===== config.mk =====
export PLATFORM = sky130hd
export DESIGN_NAME = cgpr_front
export DESIGN_NICKNAME = d
export VERILOG_FILES = /design/src/sv/cgpr_pkg.sv /design/src/sv/cgpr_front.sv
export VERILOG_INCLUDE_DIRS = /design/src /design/src/sv
export SDC_FILE = /design/constraint.sdc
export NUM_CORES = 1
export LEC_CHECK = 0
export BUFFER_PORTS_ARGS = -buffer_cell sky130_fd_sc_hd__clkbuf_2
export CAP_MARGIN = 20
export CORE_MARGIN = 5
export CORE_UTILIZATION = 25
export DETAILED_ROUTE_END_ITERATION = 8
export PLACE_DENSITY_LB_ADDON = 0.1
export SLEW_MARGIN = 25
export SYNTH_ARGS = -nofsm -noshare
export SYNTH_HDL_FRONTEND = slang
export SYNTH_SLANG_ARGS = --single-unit

===== constraint.sdc =====
create_clock -name clk -period 22.8 [get_ports clk]
set_clock_uncertainty 0.05 [all_clocks]
set_input_delay 1.14 -clock clk [delete_from_list [all_inputs] [get_ports clk]]
set_output_delay 1.14 -clock clk [all_outputs]
set_load 0.05 [all_outputs]

===== src/sv/call_graph_profile_recorder_defines.svh =====
// ----------------------------------------------------------------------------
// Call graph profile recorder: assertion macros
// Shared assertion forms for the recorder modules.
// ----------------------------------------------------------------------------
`ifndef CALL_GRAPH_PROFILE_RECORDER_DEFINES_SVH
`define CALL_GRAPH_PROFILE_RECORDER_DEFINES_SVH

// Checked only outside reset.
`define CGPR_ASSERT(label, clk, rst, prop, msg) \
  label: assert property (@(posedge clk) disable iff (rst) prop) else $error(msg);

// Checked at every edge, reset included.
`define CGPR_ASSERT_ALWAYS(label, clk, prop, msg) \
  label: assert property (@(posedge clk) prop) else $error(msg);

`endif


===== src/sv/cgpr_pkg.sv =====
// ----------------------------------------------------------------------------
// Call graph profile recorder package
// Sizes, payload types and codes shared by the recorder modules.
// ----------------------------------------------------------------------------
package cgpr_pkg;

  localparam int STACK_DEPTH = 1024;
  localparam int NODE_COUNT  = 2048;
  localparam int QUEUE_DEPTH = 2;

  localparam int WORD_W   = 32;
  localparam int CNT_W    = 64;
  localparam int SLOT_W   = $clog2(NODE_COUNT);
  localparam int FREE_W   = $clog2(NODE_COUNT + 1);
  localparam int STACK_AW = $clog2(STACK_DEPTH);
  localparam int DEPTH_W  = $clog2(STACK_DEPTH + 1);
  localparam int QPTR_W   = $clog2(QUEUE_DEPTH);

  typedef enum logic [1:0] {
    ST_OK         = 2'd0,
    ST_EMPTY      = 2'd1,
    ST_STACK_FULL = 2'd2,
    ST_GRAPH_FULL = 2'd3
  } status_t;

  typedef enum logic {
    BK_RUN,
    BK_REFILL
  } back_state_t;

  typedef struct packed {
    logic [WORD_W-1:0] node_data_low;
    logic [WORD_W-1:0] node_data_high;
    logic [CNT_W-1:0]  cycle_count;
    logic [CNT_W-1:0]  event_zero;
    logic [CNT_W-1:0]  event_one;
    logic [CNT_W-1:0]  event_two;
    logic [CNT_W-1:0]  event_three;
    logic [CNT_W-1:0]  event_four;
    logic [CNT_W-1:0]  event_five;
  } item_t;

  typedef struct packed {
    status_t           status;
    logic              was_entry;
    logic [SLOT_W-1:0] node_slot;
    logic [WORD_W-1:0] stored_low_word;
    logic [WORD_W-1:0] stored_high_word;
    logic [CNT_W-1:0]  stored_cycles;
    logic [CNT_W-1:0]  stored_event_zero;
    logic [CNT_W-1:0]  stored_event_one;
    logic [CNT_W-1:0]  stored_event_two;
    logic [CNT_W-1:0]  stored_event_three;
    logic [CNT_W-1:0]  stored_event_four;
    logic [CNT_W-1:0]  stored_event_five;
  } result_t;

  typedef struct packed {
    logic  is_entry;
    item_t ev;
  } queue_entry_t;

  typedef struct packed {
    logic [WORD_W-1:0] high;
    logic [SLOT_W-1:0] slot;
  } frame_t;

endpackage


===== src/sv/cgpr_front.sv =====
// ----------------------------------------------------------------------------
// Call graph profile recorder: front end
// Accepts events, marks each as entry or exit and queues it for the back end.
// ----------------------------------------------------------------------------
`include "call_graph_profile_recorder_defines.svh"

module cgpr_front import cgpr_pkg::*; (
  input  logic         clk,
  input  logic         rst,
  input  logic         start,
  input  item_t        item,
  output logic         busy,
  output logic         q_valid,
  output queue_entry_t q_head,
  input  logic         q_pop
);

  queue_entry_t       fifo_mem [QUEUE_DEPTH];
  logic [QPTR_W-1:0]  wr_ptr;
  logic [QPTR_W-1:0]  rd_ptr;
  logic [QPTR_W:0]    count;
  logic [QPTR_W:0]    count_next;
  logic               accept;
  queue_entry_t       entry_in;

  assign busy     = (count == (QPTR_W + 1)'(QUEUE_DEPTH));
  assign accept   = start && !busy;
  assign q_valid  = (count != '0);
  assign q_head   = fifo_mem[rd_ptr];

  always_comb begin
    entry_in.is_entry = (item.node_data_low != '0);
    entry_in.ev       = item;
    count_next = count + {{QPTR_W{1'b0}}, accept} - {{QPTR_W{1'b0}}, q_pop};
  end

  always_ff @(posedge clk) begin
    if (rst) begin
      wr_ptr <= '0;
      rd_ptr <= '0;
      count  <= '0;
    end else begin
      if (accept) begin
        wr_ptr <= wr_ptr + QPTR_W'(1);
      end
      if (q_pop) begin
        rd_ptr <= rd_ptr + QPTR_W'(1);
      end
      count <= count_next;
    end
  end

  always_ff @(posedge clk) begin
    if (accept) begin
      fifo_mem[wr_ptr] <= entry_in;
    end
  end

  `CGPR_ASSERT(a_count_bound, clk, rst, count <= (QPTR_W + 1)'(QUEUE_DEPTH), "queue overfilled")
  `CGPR_ASSERT(a_pop_valid, clk, rst, q_pop |-> q_valid, "pop from empty queue")
  `CGPR_ASSERT(a_fill, clk, rst, (accept && !q_pop) |=> (count == $past(count) + 1'b1), "queue count lost an event")

endmodule


[After elaboration in Yosys (flattened, before gate mapping)]
Memory sizes are Yosys's and may differ from the RTL's. A register that Yosys moved wholly into a read port is not among the register bits.
Index checks and enable logic that the tools add are counted.
Word-level totals
  logic and storage cells: 17
  RAM bits: 1026
  register bits: 4
  output and inout bits: 515
  memories: 1
Cells by class
  mux-type cells: 4
  reductions and logical operators: 4
  $add $sub $neg: 4
  eq/ne operators: 1
Memory list
  fifo_mem: depth 2, bits a word 513, rd ports 1, clocked after Yosys merged registers in 1, wr ports 1, RTL line cgpr_front.sv:18  | queue_entry_t fifo_mem [QUEUE_DEPTH];
Operators with widths (number)
  32-bit nonzero test: 1
  1-bit 2-to-1 mux: 4
  1-bit adder (second input constant): 2
  2-bit by 1-bit adder with 2-bit output: 1
  2-bit == test (second input constant): 1
  2-bit nonzero test: 1
  2-bit by 1-bit subtractor with 2-bit output: 1
  1-bit logical AND: 1
  1-bit logical NOT: 1

[Logic depth before layout (Yosys ltp)]
  depth after elaboration: 5
  gate-level depth with buffers: 8
  mapped depth without buffers: 8

[Least setup slack after synthesis]
No wires, ideal clock.
  path kind: input to register
  start: in start
  end: mem fifo_mem[1][0] (netlist name), enable pin
  buffers on the path: 0
  arrival: 12.812 ns
  stages on the path: 1
  setup slack: 8.990 ns
  setup time: 0.948 ns
  cell sequence: and3_1
Between the ends
  longest elaborated chain between the ends: 3
RTL lines
  start, declared: RTL line cgpr_front.sv:10  | input logic start,
  1-bit logical AND: RTL line cgpr_front.sv:27  | assign accept = start && !busy;
  1-bit 2-to-1 mux: RTL line cgpr_front.sv:54  | if (accept) begin
  1-bit 2-to-1 mux (implied by the code): RTL line cgpr_front.sv:55  | fifo_mem[wr_ptr] <= entry_in;
  end, declared: RTL line cgpr_front.sv:18
Every way passes these cells.

==> flow_metrics.env <==
export IMPL_status="finished clean"
export IMPL_htreeDepth=3
export IMPL_gp_congestion=0.8217
export IMPL_cpPeakStageDelay_ns=0.95
export IMPL_worstSetupStartpointType="register"
export IMPL_grt_pass1_wl_um=162300
export IMPL_syn_to_final_growth_pct=29.28
export IMPL_ys_seq_area_share_pct=82.43
export IMPL_post_cts_buffers=0
export IMPL_syn_area_sq_um=37500
export IMPL_yosys_top_cells_count="edfxtp_1, mux2_2, buf_6"
export IMPL_rsz0062_at_grt="false"
export IMPL_crit_chain="buf_4 > buf_4 > buf_4 > buf_4 > mux2_2 > clkbuf_2"
export IMPL_power_share_clock_pct=34.6
export IMPL_postRouteAntennaNets=0
export IMPL_cts_buffers=116
export IMPL_cts_sinks=1031
export IMPL_drive_gt1_share_pct=60.90
export IMPL_seqCellArea_sq_um=30910
export IMPL_r2r_cells=7
export IMPL_switchingPower_w=0.001587
export IMPL_fin_ws_ns=16.10
export IMPL_synth_top_area_share_pct=82.16
export IMPL_critPathCapture="q_head[453]"
export IMPL_grt_start_max_net_pins=155
export IMPL_p_sw_share_pct=30.73
export IMPL_antenna_found_initial=48
export IMPL_worstPathArrival_ns=5.51
export IMPL_r2r_start="count[0]"
export IMPL_synth_distinct_cells=22
export IMPL_cp_end_kind="output port"
export IMPL_avgSynthCellArea_sq_um=22.96
export IMPL_relSlewSlack_pct=33.95
export IMPL_internal_power_w=0.003579
export IMPL_grt_usage_pct=14.37
export IMPL_drt_first_pass_iters=4
export IMPL_die_w_um=397.3
export IMPL_die_h_um=397.3
export IMPL_met3_usage_pct=6.795
export IMPL_hold_class="register to register"
export IMPL_dpl_hpwl_um=87800
export IMPL_critPathBufInv=5
export IMPL_tightest_slew_ns=0.9908
export IMPL_pwr_share_comb_pct=20.0
export IMPL_worst_path_stages=6
export IMPL_clk_path_buf_depth=3
export IMPL_synth_net_count=2151
export IMPL_cp_common_cell="buf_4"
export IMPL_drc_errors=0
export IMPL_slew_violations=0
export IMPL_totalWireLength_um=119100
export IMPL_design_core_area_sq_um=149400
export IMPL_crit_family="buffers and inverters"
export IMPL_die_area_sq_um=157800
export IMPL_numPortBuffers=1030
export IMPL_tns_ns=0
export IMPL_path_clk_slew_ns=0.06
export IMPL_pre_cts_ws_ns=16.62
export IMPL_hold_depth=2
export IMPL_synth_area_leaders="edfxtp_1, mux2_2, buf_6, dfxtp_1, nor4_1"
export IMPL_power_frac_seq_pct=45.4
export IMPL_yosys_warnings=0
export IMPL_grt_pass1_vias=21710
export IMPL_rrSetupSlack_ns=18.19
export IMPL_fin_nets=3259
export IMPL_dominantRegCellSynth="edfxtp_1"
export IMPL_yosysMostFrequentCell="edfxtp_1"
export IMPL_fillCellCount=14630
export IMPL_fin_crit_sh_pct=29.38
export IMPL_synth_cells=1633
export IMPL_ctsHoldBuffers=0
export IMPL_ys_seq_elements=1031
export IMPL_r2r_end="fifo_mem[0][295]"
export IMPL_setup_viol=0
export IMPL_drv_cap=0
export IMPL_insertion_delay_ns=0.70
export IMPL_dr_first_iter_drc_count=1063
export IMPL_async_flop_share_pct=0
export IMPL_busiest_layer="met2"
export IMPL_critPathSlowestCell="dfxtp_4"
export IMPL_maxClockFrequency_mhz=149.3
export IMPL_num_rows=142
export IMPL_leakage_nw=17.77
export IMPL_use_met1_pct=15.14
export IMPL_hold_violations=0
export IMPL_synth_edf_count=1026
export IMPL_pin_count=1031
export IMPL_yosysTopAreaCell="edfxtp_1"
export IMPL_peakVddDrop_v=0.00006018
export IMPL_ctsResizeCount=0
export IMPL_period_minus_slack_ns=6.699
export IMPL_routedWlPerCell_um=24.46
export IMPL_required_ns=21.61
export IMPL_vias_per_cell=4.110
export IMPL_multiInputGateArea_sq_um=5961
export IMPL_vias=20010
export IMPL_clock_root_buffer="clkbuf_16"
export IMPL_start_util_pct=25.10
export IMPL_worst_setup_path_type="register to output port"
export IMPL_grt_ovfl_total=0
export IMPL_met2_usage_pct=25.37
export IMPL_power_per_cell_area_nw_per_um2=106.6
export IMPL_cts_tree="built"
export IMPL_crit_fanout=71
[metrics by stage]
stage | std cells | power (W) | utilization (%) | instance area [sq um] | hold WS, ns
after floorplan | 1633 | 0.003224 | - | 37500 | 0.4018
after global placement | 4638 | 0.003432 | 29.95 | 44740 | 0.4273
after detailed placement | 4638 | 0.003441 | 29.95 | 44740 | 0.4613
after CTS | 4849 | 0.005262 | 32.39 | 48390 | 0.4659
after global routing | 4857 | 0.005376 | 32.42 | 48450 | 0.4822
final | 4869 | 0.005166 | 32.44 | 48480 | 0.4715
[per-layer routing]
metal  vias up  routed length [um]
li1       8824                   -
met3       204               12050
met2       794               60890
met5         -                 209
met1     10160               42220
met4        30                3723
[worst min-delay path, delay by kind of cell, from the launching register on]
kind	cells	cell delay (ns)
simple gates	2	0.15
flops	1	0.33
[sequential cells by signal, indices dropped and copies added (netlist names), named ones only]
signal,count
count,2
wr_ptr,1
rd_ptr,1
fifo_mem,1026
[cell type report]
class | instances | area share [%]
Clock inverter | 72 | 1.355
Clock buffer | 139 | 6.166
Tap cell | 2016 | 5.203
Sequential cell | 1031 | 63.77
Inverter | 4 | 0.04646
Timing Repair Buffer | 1047 | 11.06
Antenna cell | 19 | 0.09808
Multi-Input combinational cell | 541 | 12.30
[power groups by stage]
stage          logic [W]  clock network (W)  registers [W]
2_1_floorplan   0.000761                  0        0.00246
3_3_place_gp     0.00105                  0        0.00238
3_5_place_dp     0.00105                  0        0.00239
6_report         0.00103            0.00179        0.00234
4_1_cts          0.00106            0.00186        0.00235
5_1_grt          0.00108            0.00193        0.00236
[cell usage in the layout, fill, tap and decap left out, types with 3 or more instances in the layout]
cell type  instances
mux2_2           513
buf_6              3
edfxtp_1        1026
clkinv_2          24
nor2_1             3
dfxtp_1            4
buf_4              9
clkinv_1          27
clkbuf_2        1030
inv_1              3
clkbuf_16        116
buf_12             4
clkbuf_1          23
inv_6              4
clkinv_4           3
diode_2           19
nor4_1             8
bufinv_16          9
[kinds of logic (layout without fill, tap and decap cells)]
kind of cell    after synthesis  in the layout  share of synthesized area [%]
compound gates                2              2                        0.02667
xor+xnor                      2              2                        0.04672
fa+ha+maj                     2              2                        0.06672
buf+inv                      61           1262                          1.685
flops                      1031           1031                          82.43
mux                         513            513                          15.41
other cells                   0             19                              0
simple gates                 22             22                         0.3370
[how the worst min path moves through the flow]
stage / from / endpoint
2_1_floorplan: wr_ptr / wr_ptr
3_3_place_gp: wr_ptr / wr_ptr
3_5_place_dp: wr_ptr / wr_ptr
4_1_cts: item[231] / fifo_mem[1][231]
5_1_grt: item[418] / fifo_mem[1][418]
6_report: count[1] / count[1]
Note: power is estimated with default switching activity, not from simulation.
